$ cat src/rtl/core/cpl_pkg.sv
// shared types, widths and color packing for the cursor palette lookup
package cpl_pkg;

   localparam int IDX_W   = 8;
   localparam int CHAN_W  = 8;
   localparam int COLOR_W = 16;
   localparam int KIND_W  = 2;

   // request kinds; the remaining code is ignored
   typedef enum logic [KIND_W-1:0] {
      REQ_PALETTE_WRITE = 2'd0,
      REQ_SET_KEY       = 2'd1,
      REQ_LOOKUP        = 2'd2
   } req_kind_type;

   // value left in an entry once it stops being the key entry
   localparam logic [COLOR_W-1:0] KEY_RELEASE = 16'h0001;

   // rgb888 to rgba5551, alpha set
   function automatic logic [COLOR_W-1:0] pack5551(input logic [CHAN_W-1:0] r,
                                                   input logic [CHAN_W-1:0] g,
                                                   input logic [CHAN_W-1:0] b);
      return {r[CHAN_W-1:3], g[CHAN_W-1:3], b[CHAN_W-1:3], 1'b1};
   endfunction

endpackage

$ cat src/rtl/core/cpl_req_if.sv
// request channel: palette writes, key changes and pixel lookups
interface cpl_req_if;
   logic                       valid;
   logic                       ready;
   logic [cpl_pkg::KIND_W-1:0] req_type;
   logic [cpl_pkg::IDX_W-1:0]  entry_index;
   logic [cpl_pkg::CHAN_W-1:0] red;
   logic [cpl_pkg::CHAN_W-1:0] green;
   logic [cpl_pkg::CHAN_W-1:0] blue;
   logic                       end_of_image;

   modport source (output valid, req_type, entry_index, red, green, blue, end_of_image,
                   input ready);
   modport sink (input valid, req_type, entry_index, red, green, blue, end_of_image,
                 output ready);
endinterface

$ cat src/rtl/core/cpl_rsp_if.sv
// response channel: looked-up pixel colors
interface cpl_rsp_if;
   logic                        valid;
   logic                        ready;
   logic [cpl_pkg::COLOR_W-1:0] pixel_color;
   logic                        last;

   modport source (output valid, pixel_color, last, input ready);
   modport sink (input valid, pixel_color, last, output ready);
endinterface

$ cat src/rtl/core/cursor_palette_lookup.sv
// cursor palette lookup: palette memory, color key handling and response register
// a lookup request passes through the memory read register, then the output register, before it answers
// throughput: one request per cycle; req.ready drops only while both stages hold
//   pixels and the response side stalls
// writes and key changes take effect at the edge they are accepted and give no response
// reset clears the per-entry valid bits, the loaded flag, the key index and the stage valid flags
module cursor_palette_lookup #(
   parameter int PALETTE_ENTRIES = 256
) (
   input logic        clock,
   input logic        reset,
   cpl_req_if.sink    req,
   cpl_rsp_if.source  rsp
);

   localparam int ADDR_W = (PALETTE_ENTRIES > 1) ? $clog2(PALETTE_ENTRIES) : 1;
   localparam logic [cpl_pkg::IDX_W:0] ENTRY_LIMIT = (cpl_pkg::IDX_W + 1)'(PALETTE_ENTRIES);

   logic [cpl_pkg::COLOR_W-1:0] mem [PALETTE_ENTRIES];
   logic [PALETTE_ENTRIES-1:0]  valid_ff;

   logic                        loaded_ff, loaded_in;
   logic [cpl_pkg::IDX_W-1:0]   key_ff, key_in;

   logic                        s1_vld_ff, s1_vld_in;
   logic                        s1_loaded_ff;
   logic                        s1_use_mem_ff;
   logic [cpl_pkg::IDX_W-1:0]   s1_idx_ff;
   logic                        s1_last_ff;
   logic [cpl_pkg::COLOR_W-1:0] s1_rdata_ff;

   logic                        s2_vld_ff, s2_vld_in;
   logic [cpl_pkg::COLOR_W-1:0] s2_color_ff, s2_color_in;
   logic                        s2_last_ff;

   logic                        s2_en;
   logic                        req_fire;
   logic                        is_lookup;
   logic                        idx_in_range;
   logic                        key_in_range;
   logic [ADDR_W-1:0]           idx_a;
   logic [ADDR_W-1:0]           key_a;
   logic                        wr_en;
   logic [ADDR_W-1:0]           wr_addr;
   logic [cpl_pkg::COLOR_W-1:0] wr_data;
   logic                        use_mem;

   assign s2_en     = !s2_vld_ff || rsp.ready;
   assign req.ready = !s1_vld_ff || s2_en;
   assign req_fire  = req.valid && req.ready;
   assign is_lookup = (req.req_type == cpl_pkg::REQ_LOOKUP);

   assign idx_in_range = ({1'b0, req.entry_index} < ENTRY_LIMIT);
   assign key_in_range = ({1'b0, key_ff} < ENTRY_LIMIT);
   assign idx_a        = req.entry_index[ADDR_W-1:0];
   assign key_a        = key_ff[ADDR_W-1:0];

   // the key entry always reads zero once loaded, so it is never stored as zero;
   // leaving the key role after loading writes the released value instead
   always_comb begin
      wr_en   = 1'b0;
      wr_addr = idx_a;
      wr_data = cpl_pkg::pack5551(req.red, req.green, req.blue);
      case (req.req_type)
         cpl_pkg::REQ_PALETTE_WRITE: begin
            wr_en = req_fire && idx_in_range;
         end
         cpl_pkg::REQ_SET_KEY: begin
            wr_en   = req_fire && loaded_ff && key_in_range;
            wr_addr = key_a;
            wr_data = cpl_pkg::KEY_RELEASE;
         end
         default: begin
            wr_en = 1'b0;
         end
      endcase
   end

   assign use_mem = valid_ff[idx_a] && idx_in_range && (req.entry_index != key_ff);

   assign loaded_in = loaded_ff ||
                      (req_fire && (req.req_type == cpl_pkg::REQ_PALETTE_WRITE));
   assign key_in    = (req_fire && (req.req_type == cpl_pkg::REQ_SET_KEY)) ?
                      req.entry_index : key_ff;

   assign s1_vld_in = req_fire ? is_lookup : (s1_vld_ff && !s2_en);
   assign s2_vld_in = s2_en ? s1_vld_ff : s2_vld_ff;

   always_comb begin
      if (!s1_loaded_ff) begin
         s2_color_in = {{(cpl_pkg::COLOR_W - cpl_pkg::IDX_W){1'b0}}, s1_idx_ff};
      end else if (s1_use_mem_ff) begin
         s2_color_in = s1_rdata_ff;
      end else begin
         s2_color_in = '0;
      end
   end

   always_ff @(posedge clock) begin
      if (wr_en) begin
         mem[wr_addr] <= wr_data;
      end
      if (req_fire && is_lookup) begin
         s1_rdata_ff <= mem[idx_a];
      end
   end

   always_ff @(posedge clock) begin
      if (reset) begin
         valid_ff  <= '0;
         loaded_ff <= 1'b0;
         key_ff    <= '0;
         s1_vld_ff <= 1'b0;
         s2_vld_ff <= 1'b0;
      end else begin
         if (wr_en) begin
            valid_ff[wr_addr] <= 1'b1;
         end
         loaded_ff <= loaded_in;
         key_ff    <= key_in;
         s1_vld_ff <= s1_vld_in;
         s2_vld_ff <= s2_vld_in;
      end
   end

   always_ff @(posedge clock) begin
      if (req_fire && is_lookup) begin
         s1_loaded_ff  <= loaded_ff;
         s1_use_mem_ff <= use_mem;
         s1_idx_ff     <= req.entry_index;
         s1_last_ff    <= req.end_of_image;
      end
      if (s2_en && s1_vld_ff) begin
         s2_color_ff <= s2_color_in;
         s2_last_ff  <= s1_last_ff;
      end
   end

   assign rsp.valid       = s2_vld_ff;
   assign rsp.pixel_color = s2_color_ff;
   assign rsp.last        = s2_last_ff;

   a_no_rsp_for_updates: assert property (@(posedge clock) disable iff (reset)
      req_fire && !is_lookup |=> !s1_vld_ff)
      else $error("non-lookup request entered the pipeline");

   a_stage1_holds: assert property (@(posedge clock) disable iff (reset)
      s1_vld_ff && !s2_en |=> s1_vld_ff && $stable(s1_idx_ff) && $stable(s1_rdata_ff))
      else $error("stalled lookup lost its data");

   a_loaded_sticks: assert property (@(posedge clock) disable iff (reset)
      loaded_ff |=> loaded_ff)
      else $error("palette loaded flag cleared outside reset");

   a_key_reads_zero: assert property (@(posedge clock) disable iff (reset)
      req_fire && is_lookup && loaded_ff && (req.entry_index == key_ff)
      |=> s1_vld_ff && !s1_use_mem_ff)
      else $error("key entry lookup used stored color");

endmodule
$ cat src/flat_wrapper.sv
// flat-port wrapper written by rule: the top's interface ports become plain ports
module cursor_palette_lookup_flat 
#(
   parameter int PALETTE_ENTRIES = 256
)
  (clock, reset, req_valid, req_req_type, req_entry_index, req_red, req_green, req_blue, req_end_of_image, req_ready, rsp_valid, rsp_pixel_color, rsp_last, rsp_ready);
  cpl_req_if req_i ();
  cpl_rsp_if rsp_i ();
  input logic clock;
  input logic reset;
  input wire logic [$bits(req_i.valid)-1:0] req_valid;
  input wire logic [$bits(req_i.req_type)-1:0] req_req_type;
  input wire logic [$bits(req_i.entry_index)-1:0] req_entry_index;
  input wire logic [$bits(req_i.red)-1:0] req_red;
  input wire logic [$bits(req_i.green)-1:0] req_green;
  input wire logic [$bits(req_i.blue)-1:0] req_blue;
  input wire logic [$bits(req_i.end_of_image)-1:0] req_end_of_image;
  output wire logic [$bits(req_i.ready)-1:0] req_ready;
  output wire logic [$bits(rsp_i.valid)-1:0] rsp_valid;
  output wire logic [$bits(rsp_i.pixel_color)-1:0] rsp_pixel_color;
  output wire logic [$bits(rsp_i.last)-1:0] rsp_last;
  input wire logic [$bits(rsp_i.ready)-1:0] rsp_ready;
  assign req_i.valid = req_valid;
  assign req_i.req_type = req_req_type;
  assign req_i.entry_index = req_entry_index;
  assign req_i.red = req_red;
  assign req_i.green = req_green;
  assign req_i.blue = req_blue;
  assign req_i.end_of_image = req_end_of_image;
  assign req_ready = req_i.ready;
  assign rsp_valid = rsp_i.valid;
  assign rsp_pixel_color = rsp_i.pixel_color;
  assign rsp_last = rsp_i.last;
  assign rsp_i.ready = rsp_ready;
  cursor_palette_lookup #(.PALETTE_ENTRIES(PALETTE_ENTRIES)) u_core (.clock(clock), .reset(reset), .req(req_i), .rsp(rsp_i));
endmodule
$ cat config.mk
export PLATFORM = sky130hd
export DESIGN_NAME = cursor_palette_lookup_flat
export DESIGN_NICKNAME = d
export VERILOG_FILES = /design/src/rtl/core/cpl_pkg.sv /design/src/rtl/core/cpl_req_if.sv /design/src/rtl/core/cpl_rsp_if.sv /design/src/rtl/core/cursor_palette_lookup.sv /design/src/flat_wrapper.sv
export SDC_FILE = /design/constraint.sdc
export NUM_CORES = 2
export LEC_CHECK = 0
export BUFFER_PORTS_ARGS = -buffer_cell sky130_fd_sc_hd__buf_2
export CORE_ASPECT_RATIO = 0.9
export CORE_MARGIN = 4
export CORE_UTILIZATION = 40
export CTS_CLUSTER_SIZE = 25
export DETAILED_ROUTE_END_ITERATION = 8
export GPL_TIMING_DRIVEN = 0
export PLACE_DENSITY = 0.52
export SYNTH_ARGS = -nofsm -noshare
export SYNTH_HDL_FRONTEND = slang
export SYNTH_SLANG_ARGS = --single-unit
$ cat constraint.sdc
create_clock -name clock -period 11 [get_ports clock]
set_input_delay 0 -clock clock [delete_from_list [all_inputs] [get_ports clock]]
set_output_delay 0 -clock clock [all_outputs]
set_load 0.05 [all_outputs]
==> impl_metrics.ini <==
[outcome]
status = finished with violations
violations = capacitance limit, slew limit

[yosys]
ys_ff_latch = 4150
async_reset_ff_share_pct = 0
synth_cell_type_count = 67
syn_area_per_cell_um2 = 21.1
synth_area_leaders = edfxtp_1 (73%), mux4_2 (14%), dfxtp_1 (3.4%)
ys.flop_type = edfxtp_1
synth_fp_nets = 7565
syn_area_mm2 = 0.159
yosysTopAreaCellShare_pct = 73.4
yosys.area.top_type = edfxtp_1
synth_cells = 7526
synth_common_cells = edfxtp_1 (3883), mux4_2 (1002), nor2_1 (826)
synth-edff-count = 3883
yosys_warnings = 0
yosysMostFrequentCell = edfxtp_1
ys_seq_area_share_pct = 76.8

[critical_path]
path_buf_inv = 10
cp-start-kind = primary input
critPathTopFamily = buffers and inverters
worstPathRequired_ns = 11.72
worst_path_max_delay_cell = nand4_1
slowest_delay_ns = 0.82
crit_type = in -> reg
end_kind = flip-flop
crit_fanout = 10
arrival_ns = 6.74
path_cells = dlygate4sd3_1, buf_2, buf_6, buf_12, buf_12, buf_6, buf_6, buf_4, buf_2, buf_2, mux4_2, o22ai_1, nor4_2, nand4_1, nor4b_1

[drt]
viasPerCell = 6.14
drtIter0Drc = 13494
first_pass_iters = 8
wirelength_um = 563000
vias = 86089
route.detailed.drc = 0
drtAntennaViolNets = 0
detail_route.wl_per_cell_um = 40.2

[cts]
cts_resized = 0
cts.clk_slew.worst_paths_ns = 0.06
numCtsBuffers = 426
cts_sinks = 4150
root_buffer = clkbuf_16
htree_levels = 5
cts_tree = done
clockBufferDepth = 4
insertion_delay_ns = 1.01

[finish]
fillCellCount = 32587
post-route-util_pct = 47.1
drive_gt1_share_pct = 29.3
syn_to_final_growth_pct = 17.3
fin_cells = 14011
seqCellArea_mm2 = 0.122
nNetsFinal = 8376
multiInputGateArea_mm2 = 0.0350
finalInstanceArea_mm2 = 0.186

[die]
die_w_um = 672
start_util_pct = 40.2
core_mm2 = 0.395
io_pins = 58
die_y_um = 606
dieArea_mm2 = 0.407
num_rows = 219

[job]
cap_violations = 7

[grt]
grt_pass1_wl_um = 748000
grt_max_degree = 93
antenna_found_initial = 50
grt_pass1_vias = 83785
grtUsageTotal_pct = 27.3
grt_overflow_total = 0

[placement]
portBuffers = 47
post-dp-hpwl_um = 397000
placed_area_mm2 = 0.172
routabilityCongestion = 1.00
numPlacedInstances = 13175

[sta]
fin_skew_ns = 0.0806
grt_setup_unrepaired = false
slew_violations = 45
worst_pin_slew_ns = 1.59
period_share_pct = 54.7
hold_violations = 0
fmax_mhz = 166
relSlewSlack_pct = -6.65
fin_crit_ns = 6.01
setup_violations = 0

[min_path]
hp-class = in -> reg

[power]
power_density_mw_per_mm2 = 180
p_leak_nw = 58.7
ir_worst_vdd_uv = 152
[final cells by class]
cell class,count,share of cell area [%]
sequential,4150,65.5
multi-input combinational,2932,18.8
clock buffer,561,6.28
tap,5304,3.56
timing repair buffer,383,3.30
buffer,428,1.49
clock inverter,219,1.05
inverter,16,0.0322
antenna,18,0.0242
[per-layer routing]
| layer | track usage (%) | wire, um | share of wire (%) | up-vias |
|---|---|---|---|---|
| met5 | 0 | 380 | 0.067 | - |
| li1 | - | - | - | 33029 |
| met1 | 38.2 | 224000 | 40 | 46705 |
| met4 | 13.2 | 32900 | 5.8 | 10 |
| met3 | 6.95 | 60400 | 11 | 1079 |
| met2 | 40.0 | 246000 | 44 | 5266 |
[power by group]
group	switching (W)	internal [W]
Sequential	0.00000690	0.0173
Combinational	0.00133	0.000557
Clock	0.00613	0.00814
Total	0.00746	0.0260
[layout by cell type, fill, tap and decap left out, types with 90 or more instances in the layout]
cell type / synthesis / routed
edfxtp_1: 3883 / 3883
mux4_2: 1002 / 1002
nor2_1: 826 / 568
clkbuf_16: 0 / 440
dfxtp_1: 267 / 267
clkbuf_1: 139 / 228
nor2_2: 0 / 224
buf_8: 14 / 192
buf_2: 111 / 161
o22ai_1: 141 / 141
mux2i_1: 111 / 111
nand2_1: 102 / 102
a22oi_1: 95 / 95
buf_4: 74 / 90
[flip-flops by register name, summed over array words and instances (netlist names), 8 cells and up]
register	cells
u_core.key_a	8
u_core.mem	3840
u_core.rsp.pixel_color	16
u_core.s1_idx_ff	8
u_core.s1_rdata_ff	15
u_core.valid_ff	256
[timing repair]
item	CTS	global route
buffers inserted	0	0
endpoints found under the hold margin	2037	0
hold buffers	37	0
[logic make-up after synthesis]
| family | count (synthesis) | share of synthesized area [%] |
|---|---|---|
| mux | 1162 | 15.7 |
| xor+xnor | 8 | 0.0441 |
| compound gates | 435 | 1.98 |
| simple gates | 1327 | 3.75 |
| flops | 4150 | 76.8 |
| buf+inv | 444 | 1.77 |
[path summary, 6_finish.rpt]
kind	endpoint	cells past startpoint	slack (ns)	startpoint
max	u_core.s1_rdata_ff[6]	15	4.99	req_entry_index[1]
min	u_core.s1_idx_ff[5]	2	0.1	req_entry_index[5]
max reg2reg	u_core.mem[122][6]	6	6.53	u_core.rsp.valid
min reg2reg	u_core.rsp.last	0	0.42	u_core.s1_last_ff
[per-stage QoR]
stage	worst slack, ns	setup TNS, ns	total power (W)	hold slack (ns)
after global routing	5.17	0	0.0343	0.0415
after detailed placement	4.73	0	0.0195	0.179
after CTS	5.31	0	0.0336	0.0185
after floorplan	6.16	0	0.0186	0.0989
final	4.99	0	0.0335	0.0952
after global placement	-0.0923	-4.95	0.0195	0.176
Power figures use the tool's default switching activity.
